### src/stereo_pan_lowpass_itd_delay_top_defines.svh
// ----------------------------------------------------------------------------
// stereo_pan_lowpass_itd_delay_top_defines
// Assertion macros for the stereo panner.
// ----------------------------------------------------------------------------
`ifndef STEREO_PAN_LOWPASS_ITD_DELAY_TOP_DEFINES_SVH
`define STEREO_PAN_LOWPASS_ITD_DELAY_TOP_DEFINES_SVH

// same-cycle implication
`define SPLD_ASSERT_NOW(label, clk, rst_n, ante, cons, msg) \
    label: assert property (@(posedge clk) disable iff (!rst_n) (ante) |-> (cons)) \
        else $error(msg);

// next-cycle implication
`define SPLD_ASSERT_NEXT(label, clk, rst_n, ante, cons, msg) \
    label: assert property (@(posedge clk) disable iff (!rst_n) (ante) |=> (cons)) \
        else $error(msg);

`endif

### src/spld_pkg.sv
// ----------------------------------------------------------------------------
// spld_pkg
// Widths, reset values and register indexes of the stereo panner.
// ----------------------------------------------------------------------------
package spld_pkg;

    localparam int DELAY_DEPTH_DEF = 32;

    localparam int SAMPLE_W  = 16;
    localparam int GAIN_W    = 15;
    localparam int DLY_W     = 5;
    localparam int FILT_W    = 24;
    localparam int CFG_ADDR_W = 3;
    localparam int CFG_DATA_W = 15;

    localparam logic [SAMPLE_W-1:0] FULL_SCALE = 16'd32767;

    localparam logic [GAIN_W-1:0] LEFT_GAIN_RST  = 15'd23170;
    localparam logic [GAIN_W-1:0] RIGHT_GAIN_RST = 15'd23170;
    localparam logic [GAIN_W-1:0] COEFF_RST      = 15'd29490;
    localparam logic [DLY_W-1:0]  DELAY_RST      = 5'd0;

    localparam logic [CFG_ADDR_W-1:0] REG_LEFT_GAIN   = 3'd0;
    localparam logic [CFG_ADDR_W-1:0] REG_RIGHT_GAIN  = 3'd1;
    localparam logic [CFG_ADDR_W-1:0] REG_LOWPASS     = 3'd2;
    localparam logic [CFG_ADDR_W-1:0] REG_LEFT_DELAY  = 3'd3;
    localparam logic [CFG_ADDR_W-1:0] REG_RIGHT_DELAY = 3'd4;

endpackage

### src/stereo_pan_lowpass_itd_delay_top.sv
// A shared 25x16 multiplier runs the six products (gain, low-pass, output scale
// for each channel) one per cycle; a new sample is taken only once the last one
// has left the final step and the block is idle again.
// A result held on m_axis stalls the next sample in its last step until taken.
// Reset: registers to their defaults, filter states and ring position to zero;
// unwritten ring entries read as zero through a fill count, no clearing pass.
// ----------------------------------------------------------------------------
// stereo_pan_lowpass_itd_delay_top
// Mono to stereo panner with gain, one-pole low-pass and per-channel delay ring.
// ----------------------------------------------------------------------------
`include "stereo_pan_lowpass_itd_delay_top_defines.svh"

module stereo_pan_lowpass_itd_delay_top #(
    parameter int DELAY_DEPTH = spld_pkg::DELAY_DEPTH_DEF
) (
    input  logic                               clk,
    input  logic                               rst_n,
    input  logic                               s_axis_tvalid,
    output logic                               s_axis_tready,
    input  logic [15:0]                        s_axis_tdata,  // [15:0] in_sample
    output logic                               m_axis_tvalid,
    input  logic                               m_axis_tready,
    output logic [31:0]                        m_axis_tdata,  // [15:0] left_out, [31:16] right_out
    input  logic                               cfg_we,
    input  logic [spld_pkg::CFG_ADDR_W-1:0]    cfg_addr,
    input  logic [spld_pkg::CFG_DATA_W-1:0]    cfg_wdata
);

    import spld_pkg::*;

    localparam int AW = (DELAY_DEPTH > 1) ? $clog2(DELAY_DEPTH) : 1;
    localparam int CW = ((AW > DLY_W) ? AW : DLY_W) + 1;
    localparam logic [AW-1:0] LAST_POS  = AW'(DELAY_DEPTH - 1);
    localparam logic [CW-1:0] MAX_DLY   = CW'(DELAY_DEPTH - 1);
    localparam logic [CW-1:0] DEPTH_C   = CW'(DELAY_DEPTH);
    localparam logic [AW:0]   DEPTH_F   = (AW+1)'(DELAY_DEPTH);

    typedef enum logic [2:0] {
        ST_IDLE,
        ST_GAIN_L,
        ST_GAIN_R,
        ST_COEF_L,
        ST_COEF_R,
        ST_SCALE_L,
        ST_SCALE_R,
        ST_DONE
    } state_t;

    // configuration
    logic [GAIN_W-1:0] left_gain_reg, right_gain_reg, coeff_reg;
    logic [DLY_W-1:0]  left_delay_reg, right_delay_reg;

    // control
    state_t            state_reg, state_next;
    logic [AW-1:0]     wp_reg, wp_next;
    logic [AW:0]       fill_reg, fill_next;
    logic              out_valid_reg, out_valid_next;
    logic              done_ok;

    // datapath
    logic signed [SAMPLE_W-1:0] sample_reg;
    logic signed [FILT_W-1:0]   fl_reg, fr_reg;
    logic signed [FILT_W:0]     d_reg;
    logic signed [40:0]         prod_reg;
    logic signed [FILT_W:0]     mul_a;
    logic signed [SAMPLE_W-1:0] mul_b;
    logic signed [FILT_W:0]     v_ext;
    logic signed [FILT_W-1:0]   f_sel;
    logic signed [FILT_W-1:0]   f_upd;
    logic signed [40:0]         round_q;
    logic [SAMPLE_W-1:0]        scaled;
    logic [SAMPLE_W-1:0]        lo_reg;
    logic [31:0]                out_data_reg;

    // ring addressing
    logic [CW-1:0]     wp_ext, dly_l_sat, dly_r_sat, idx_l_w, idx_r_w;
    logic [AW-1:0]     idx_l, idx_r;
    logic              dz_l_reg, dz_r_reg, vl_reg, vr_reg;
    logic [SAMPLE_W-1:0] left_ram  [DELAY_DEPTH];
    logic [SAMPLE_W-1:0] right_ram [DELAY_DEPTH];
    logic [SAMPLE_W-1:0] rdl_reg, rdr_reg;
    logic [SAMPLE_W-1:0] left_res, right_res;

    assign s_axis_tready = (state_reg == ST_IDLE);
    assign m_axis_tvalid = out_valid_reg;
    assign m_axis_tdata  = out_data_reg;
    assign done_ok       = !out_valid_reg || m_axis_tready;

    // read index: saturate delay, step back from the write position
    assign wp_ext    = CW'(wp_reg);
    assign dly_l_sat = (CW'(left_delay_reg) > MAX_DLY) ? MAX_DLY : CW'(left_delay_reg);
    assign dly_r_sat = (CW'(right_delay_reg) > MAX_DLY) ? MAX_DLY : CW'(right_delay_reg);
    assign idx_l_w   = (wp_ext >= dly_l_sat) ? (wp_ext - dly_l_sat)
                                             : (wp_ext + DEPTH_C - dly_l_sat);
    assign idx_r_w   = (wp_ext >= dly_r_sat) ? (wp_ext - dly_r_sat)
                                             : (wp_ext + DEPTH_C - dly_r_sat);
    assign idx_l     = idx_l_w[AW-1:0];
    assign idx_r     = idx_r_w[AW-1:0];

    // multiplier operands
    always_comb
    begin
        mul_a = '0;
        mul_b = '0;
        unique case (state_reg)
            ST_GAIN_L:
            begin
                mul_a = (FILT_W+1)'(sample_reg);
                mul_b = $signed({1'b0, left_gain_reg});
            end
            ST_GAIN_R:
            begin
                mul_a = (FILT_W+1)'(sample_reg);
                mul_b = $signed({1'b0, right_gain_reg});
            end
            ST_COEF_L, ST_COEF_R:
            begin
                mul_a = d_reg;
                mul_b = $signed({1'b0, coeff_reg});
            end
            ST_SCALE_L:
            begin
                mul_a = {fl_reg[FILT_W-1], fl_reg};
                mul_b = $signed(FULL_SCALE);
            end
            ST_SCALE_R:
            begin
                mul_a = {fr_reg[FILT_W-1], fr_reg};
                mul_b = $signed(FULL_SCALE);
            end
            default:
            begin
                mul_a = '0;
                mul_b = '0;
            end
        endcase
    end

    assign v_ext   = {prod_reg[30], prod_reg[30:7]};
    assign f_sel   = (state_reg == ST_GAIN_R) ? fl_reg : fr_reg;
    assign f_upd   = (state_reg == ST_COEF_R) ? fl_reg : fr_reg;
    assign round_q = prod_reg + (prod_reg[40] ? 41'sd8388607 : 41'sd0);
    assign scaled  = round_q[38:23];

    assign left_res  = dz_l_reg ? lo_reg : (vl_reg ? rdl_reg : '0);
    assign right_res = dz_r_reg ? scaled : (vr_reg ? rdr_reg : '0);

    always_comb
    begin
        state_next     = state_reg;
        wp_next        = wp_reg;
        fill_next      = fill_reg;
        out_valid_next = out_valid_reg;
        if (m_axis_tready)
        begin
            out_valid_next = 1'b0;
        end
        unique case (state_reg)
            ST_IDLE:    if (s_axis_tvalid) state_next = ST_GAIN_L;
            ST_GAIN_L:  state_next = ST_GAIN_R;
            ST_GAIN_R:  state_next = ST_COEF_L;
            ST_COEF_L:  state_next = ST_COEF_R;
            ST_COEF_R:  state_next = ST_SCALE_L;
            ST_SCALE_L: state_next = ST_SCALE_R;
            ST_SCALE_R: state_next = ST_DONE;
            ST_DONE:
            begin
                if (done_ok)
                begin
                    state_next     = ST_IDLE;
                    out_valid_next = 1'b1;
                    wp_next        = (wp_reg == LAST_POS) ? '0 : wp_reg + 1'b1;
                    fill_next      = (fill_reg == DEPTH_F) ? fill_reg : fill_reg + 1'b1;
                end
            end
            default:    state_next = ST_IDLE;
        endcase
    end

    // control state, configuration and filter states
    always_ff @(posedge clk or negedge rst_n)
    begin
        if (!rst_n)
        begin
            state_reg       <= ST_IDLE;
            wp_reg          <= '0;
            fill_reg        <= '0;
            out_valid_reg   <= 1'b0;
            left_gain_reg   <= LEFT_GAIN_RST;
            right_gain_reg  <= RIGHT_GAIN_RST;
            coeff_reg       <= COEFF_RST;
            left_delay_reg  <= DELAY_RST;
            right_delay_reg <= DELAY_RST;
            fl_reg          <= '0;
            fr_reg          <= '0;
        end
        else
        begin
            state_reg     <= state_next;
            wp_reg        <= wp_next;
            fill_reg      <= fill_next;
            out_valid_reg <= out_valid_next;
            if (cfg_we)
            begin
                unique case (cfg_addr)
                    REG_LEFT_GAIN:   left_gain_reg   <= cfg_wdata[GAIN_W-1:0];
                    REG_RIGHT_GAIN:  right_gain_reg  <= cfg_wdata[GAIN_W-1:0];
                    REG_LOWPASS:     coeff_reg       <= cfg_wdata[GAIN_W-1:0];
                    REG_LEFT_DELAY:  left_delay_reg  <= cfg_wdata[DLY_W-1:0];
                    REG_RIGHT_DELAY: right_delay_reg <= cfg_wdata[DLY_W-1:0];
                    default: ;
                endcase
            end
            if (state_reg == ST_COEF_R)
            begin
                fl_reg <= f_upd + prod_reg[38:15];
            end
            if (state_reg == ST_SCALE_L)
            begin
                fr_reg <= f_upd + prod_reg[38:15];
            end
        end
    end

    // datapath payload
    always_ff @(posedge clk)
    begin
        // hold the right product while the result waits
        if (state_reg != ST_DONE)
        begin
            prod_reg <= mul_a * mul_b;
        end
        if (s_axis_tvalid && s_axis_tready)
        begin
            sample_reg <= $signed(s_axis_tdata);
        end
        if (state_reg == ST_GAIN_R || state_reg == ST_COEF_L)
        begin
            d_reg <= v_ext - {f_sel[FILT_W-1], f_sel};
        end
        if (state_reg == ST_GAIN_L)
        begin
            dz_l_reg <= (dly_l_sat == '0);
            dz_r_reg <= (dly_r_sat == '0);
            vl_reg   <= ({1'b0, idx_l} < fill_reg);
            vr_reg   <= ({1'b0, idx_r} < fill_reg);
        end
        if (state_reg == ST_SCALE_R)
        begin
            lo_reg <= scaled;
        end
        if (state_reg == ST_DONE && done_ok)
        begin
            out_data_reg <= {right_res, left_res};
        end
    end

    // left ring
    always_ff @(posedge clk)
    begin
        if (state_reg == ST_SCALE_R)
        begin
            left_ram[wp_reg] <= scaled;
        end
        if (state_reg == ST_GAIN_L)
        begin
            rdl_reg <= left_ram[idx_l];
        end
    end

    // right ring
    always_ff @(posedge clk)
    begin
        if (state_reg == ST_DONE)
        begin
            right_ram[wp_reg] <= scaled;
        end
        if (state_reg == ST_GAIN_L)
        begin
            rdr_reg <= right_ram[idx_r];
        end
    end

    `SPLD_ASSERT_NOW(a_fill_bound, clk, rst_n, 1'b1, fill_reg <= DEPTH_F, "fill count past depth")
    `SPLD_ASSERT_NOW(a_wp_bound, clk, rst_n, 1'b1, wp_reg <= LAST_POS, "write position out of ring")
    `SPLD_ASSERT_NOW(a_no_min, clk, rst_n, m_axis_tvalid, (m_axis_tdata[15:0] != 16'h8000) && (m_axis_tdata[31:16] != 16'h8000), "output beyond full scale")
    `SPLD_ASSERT_NEXT(a_load, clk, rst_n, (state_reg == ST_DONE) && done_ok, m_axis_tvalid && (wp_reg == (($past(wp_reg) == LAST_POS) ? '0 : $past(wp_reg) + 1'b1)), "result not loaded with ring advance")

endmodule

### config.mk
export PLATFORM = sky130hd
export DESIGN_NAME = stereo_pan_lowpass_itd_delay_top
export DESIGN_NICKNAME = d
export VERILOG_FILES = /design/src/spld_pkg.sv /design/src/stereo_pan_lowpass_itd_delay_top.sv
export VERILOG_INCLUDE_DIRS = /design/src /design/src/src
export SDC_FILE = /design/constraint.sdc
export NUM_CORES = 2
export LEC_CHECK = 0
export BUFFER_PORTS_ARGS = -buffer_cell sky130_fd_sc_hd__buf_2
export CAP_MARGIN = 30
export CORE_MARGIN = 2
export CORE_UTILIZATION = 40
export DETAILED_ROUTE_END_ITERATION = 7
export GPL_TIMING_DRIVEN = 1
export PLACE_DENSITY = 0.55
export SLEW_MARGIN = 40
export SYNTH_ARGS = -nofsm -noshare
export SYNTH_HDL_FRONTEND = slang
export SYNTH_SLANG_ARGS = --single-unit
### constraint.sdc
create_clock -name clk -period 24 [get_ports clk]
set_clock_uncertainty 0.2 [all_clocks]
set_input_delay 1.2 -clock clk [delete_from_list [all_inputs] [get_ports clk]]
set_output_delay 1.2 -clock clk [all_outputs]
set_load 0.05 [all_outputs]
==> results.txt <==
----------------------------------------------------
[Clocking]
  Post-CTS Setup Inserts ... 0
  PostCTS Resize Cnt ... 0
  TritonCTS clock tree ... built
  Cts-stage hold buffer count ... 0
  Buffers from clock root to sink, at most ... 3
  Clock Sink Count ... around 1.3k
  Clock transition at path regs ... 0.06 ns
  Root Driver ... sky130_fd_sc_hd__clkbuf_16
  H-tree Lvls ... 4
  Total clock buffers created by CTS ... around 140
  Clock latency reported for the late side of the worst-skew pair ... around 0.8 ns

[Worst setup path]
  CP Class ... register to register
  RR Endpoint ... prod_reg[40]$_DFFE_PN_
  Startpoint type of the worst setup path ... register
  Worst reg2reg path startpoint ... state_reg[0]$_DFFE_PN0P_
  Worst-path fanout max ... 52
  Critical path origin ... state_reg[0]$_DFFE_PN0P_
  Crit path capture ... prod_reg[40]$_DFFE_PN_
  Number of buffer and inverter instances along the worst setup path ... 7
  Crit path capture type ... register
  Master of the slowest instance on the critical path ... sky130_fd_sc_hd__a222oi_1
  Longest individual stage delay on the worst path ... ~0.8 ns
  Path depth of the worst reg2reg path ... 28
  Reg2reg setup slack ... 14.82 ns
  Req. time, crit path ... 24.29 ns
  Cell depth of the worst setup path ... 28
  Worst path most repeated cell ... sky130_fd_sc_hd__fa_1
  Data arrival time of the critical path ... around 9.5 ns
  Family of cells with the greatest summed delay on the critical path ... adder cells

[Finish]
  Total area of sequential cells ... 0.0387 sq mm
  Area used by multi-input combinational logic ... 0.0268 sq mm
  Area growth from synthesis to layout ... 13.0%
  Fraction of final layout cells with drive strength greater than 1 ... 20.4%
  Most frequent cells in the layout ... sky130_fd_sc_hd__edfxtp_1, sky130_fd_sc_hd__nand2_1, sky130_fd_sc_hd__inv_1, sky130_fd_sc_hd__fa_1, sky130_fd_sc_hd__mux4_2
  Most frequent standard cell in the layout excluding fill and tap cells ... sky130_fd_sc_hd__edfxtp_1
  Final layout net count ... 5,183
  Number of fill cells ... around 15k

[Global route]
  Initial antenna violation count ... 15
  Number of global-route vias before repair ... 38.7k
  Global routing met3 resource utilization ... 2.69%
  Remaining Overflow, GRT ... 0
  Largest net degree at the start of global routing ... 74
  Overall global routing resource usage ... 20.6%
  Busiest grt layer ... met2
  First-pass GRT wire length ... 262,000 um
  Met2 track demand over resource in global routing ... between 30 and 40%
  Global routing usage on met1 ... approximately 29%

[Logic synthesis]
  Fraction of synthesis flops using an asynchronous set or reset pin ... 9.03%
  Commonest register cell after synthesis ... sky130_fd_sc_hd__edfxtp_1
  Sequential-to-total area share from yosys stat ... 57.5%
  Post-synth net total ... about 5.0k
  Netlist area before placement ... roughly 0.067 sq mm
  EDFF count, synth ... 1,189
  Number of synthesis warnings ... 0
  Cells after synthesis ... 4,426
  Synthesized area per cell ... ~15 sq um
  Number of distinct library cells after synthesis ... 80
  Flip-flop and latch count after synthesis ... ~1.3k

[Flow run]
  Reported max-cap violation count ... 0

[Detailed routing]
  Avg Vias per Cell ... 5.39
  Number of nets with antenna violations after detailed routing ... 0
  First-iteration detailed-routing DRC count ... 3,311
  Remaining DRCs ... 0
  Wire per inst ... 25.2 um
  Number of search-and-repair iterations in the first detailed-routing pass ... 5
  Sum of routed wire length over all layers ... 174,000 um
  Via count ... about 37k

[Placement]
  PortBufs ... 72
  Final weighted congestion of routability-driven global placement ... slightly below 0.9
  Estimated wirelength of the detail-placed design ... between 100,000 and 150,000 um

[Die]
  Horiz. Die Dim ... 414 um
  Initial Utilization ... between 40% and 50%
  Floorplan die area ... about 0.17 sq mm
  I/O pin total ... 73
  Area of the placeable core ... 0.167 sq mm
  Row count ... 150
  Height of the die ... 414 um

[STA]
  Final hold violation count ... 0
  Least-Margin Pin Slew ... between 0.8 and 0.9 ns
  RSZ-0062 raised after global routing ... no
  Post-route setup TNS ... 0 ns
  Number of pins with negative max-slew slack in the final report ... 0
  Max Fclk ... 109 MHz
  Final setup fails ... 0
  Final period util ... 38.2%
  Worst slew margin ... between 40% and 50%
  Minimum clock period ... 9.18 ns

[Hold path]
  Class of the tightest hold or removal check ... input port to async pin

[Status]
  Status ... complete, no violations

----------------------------------------------------
-- through the flow --
step           std cells  util (%)  setup WS [ns]  cell area, sq um  hold WS [ns]
2_1_floorplan       4426         -          14.80             67300         0.267
3_3_place_gp        6620      42.5          14.74             70900         0.284
3_5_place_dp        6632      42.7          14.95             71300         0.290
4_1_cts             6896      45.4          14.88             75900         0.187
5_1_grt             6904      45.5          14.42             76000         0.252
6_report            6904      45.5          14.82             76000         0.232
-- routing by layer --
layer / vias to the layer above / share of wire, %
met5: - / 0
li1: 16400 / -
met2: 944 / 49
met3: 218 / 4.7
met4: 0 / 2.3
met1: 19700 / 44
-- cells in the mapped netlist (all sizes together), types with 86 or more instances --
cell type     n  share of area (%)
dfrtp        98                3.6
nand2       491                2.7
fa          367                 11
edfxtp     1189                 53
mux2         91                1.5
ha          196                3.6
inv         453                2.5
clkbuf      143               0.80
xnor2        86                1.1
a21oi        98               0.75
nor2        312                1.7
mux4        320                 11
-- worst min path at each step --
stage / start / depth (start not counted) / end
after global routing: rst_n / 1 / fr_reg[19]$_DFFE_PN0N_
after floorplan: fill_reg[4]$_DFFE_PN0P_ / 1 / fill_reg[4]$_DFFE_PN0P_
after CTS: rst_n / 1 / right_delay_reg[1]$_DFFE_PN0P_
after detailed placement: fill_reg[4]$_DFFE_PN0P_ / 1 / fill_reg[4]$_DFFE_PN0P_
after global placement: fill_reg[4]$_DFFE_PN0P_ / 1 / fill_reg[4]$_DFFE_PN0P_
final: rst_n / 1 / fr_reg[19]$_DFFE_PN0N_
-- area by class of cell --
class | count | area share [%]
tap | 2204 | 3.63
timing repair buffer | 191 | 1.95
sequential | 1307 | 50.9
inverter | 453 | 2.24
clock buffer | 177 | 4.94
multi-input combinational | 2484 | 35.2
antenna | 1 | 0.00329
clock inverter | 87 | 1.13
-- cells by family (layout without fill, tap and decap cells) --
group	count (synthesis)	in the layout	share of synthesized area, %
mux	435	435	12.6
fa+ha+maj	563	563	14.6
flops	1307	1307	57.5
xor+xnor	107	107	1.39
buf+inv	635	908	3.59
simple gates	986	986	6.16
compound gates	393	393	4.21
other cells	0	1	0
Power is not shown: default switching activity piles up to over one toggle a cycle in this logic, so the estimate is an artifact.
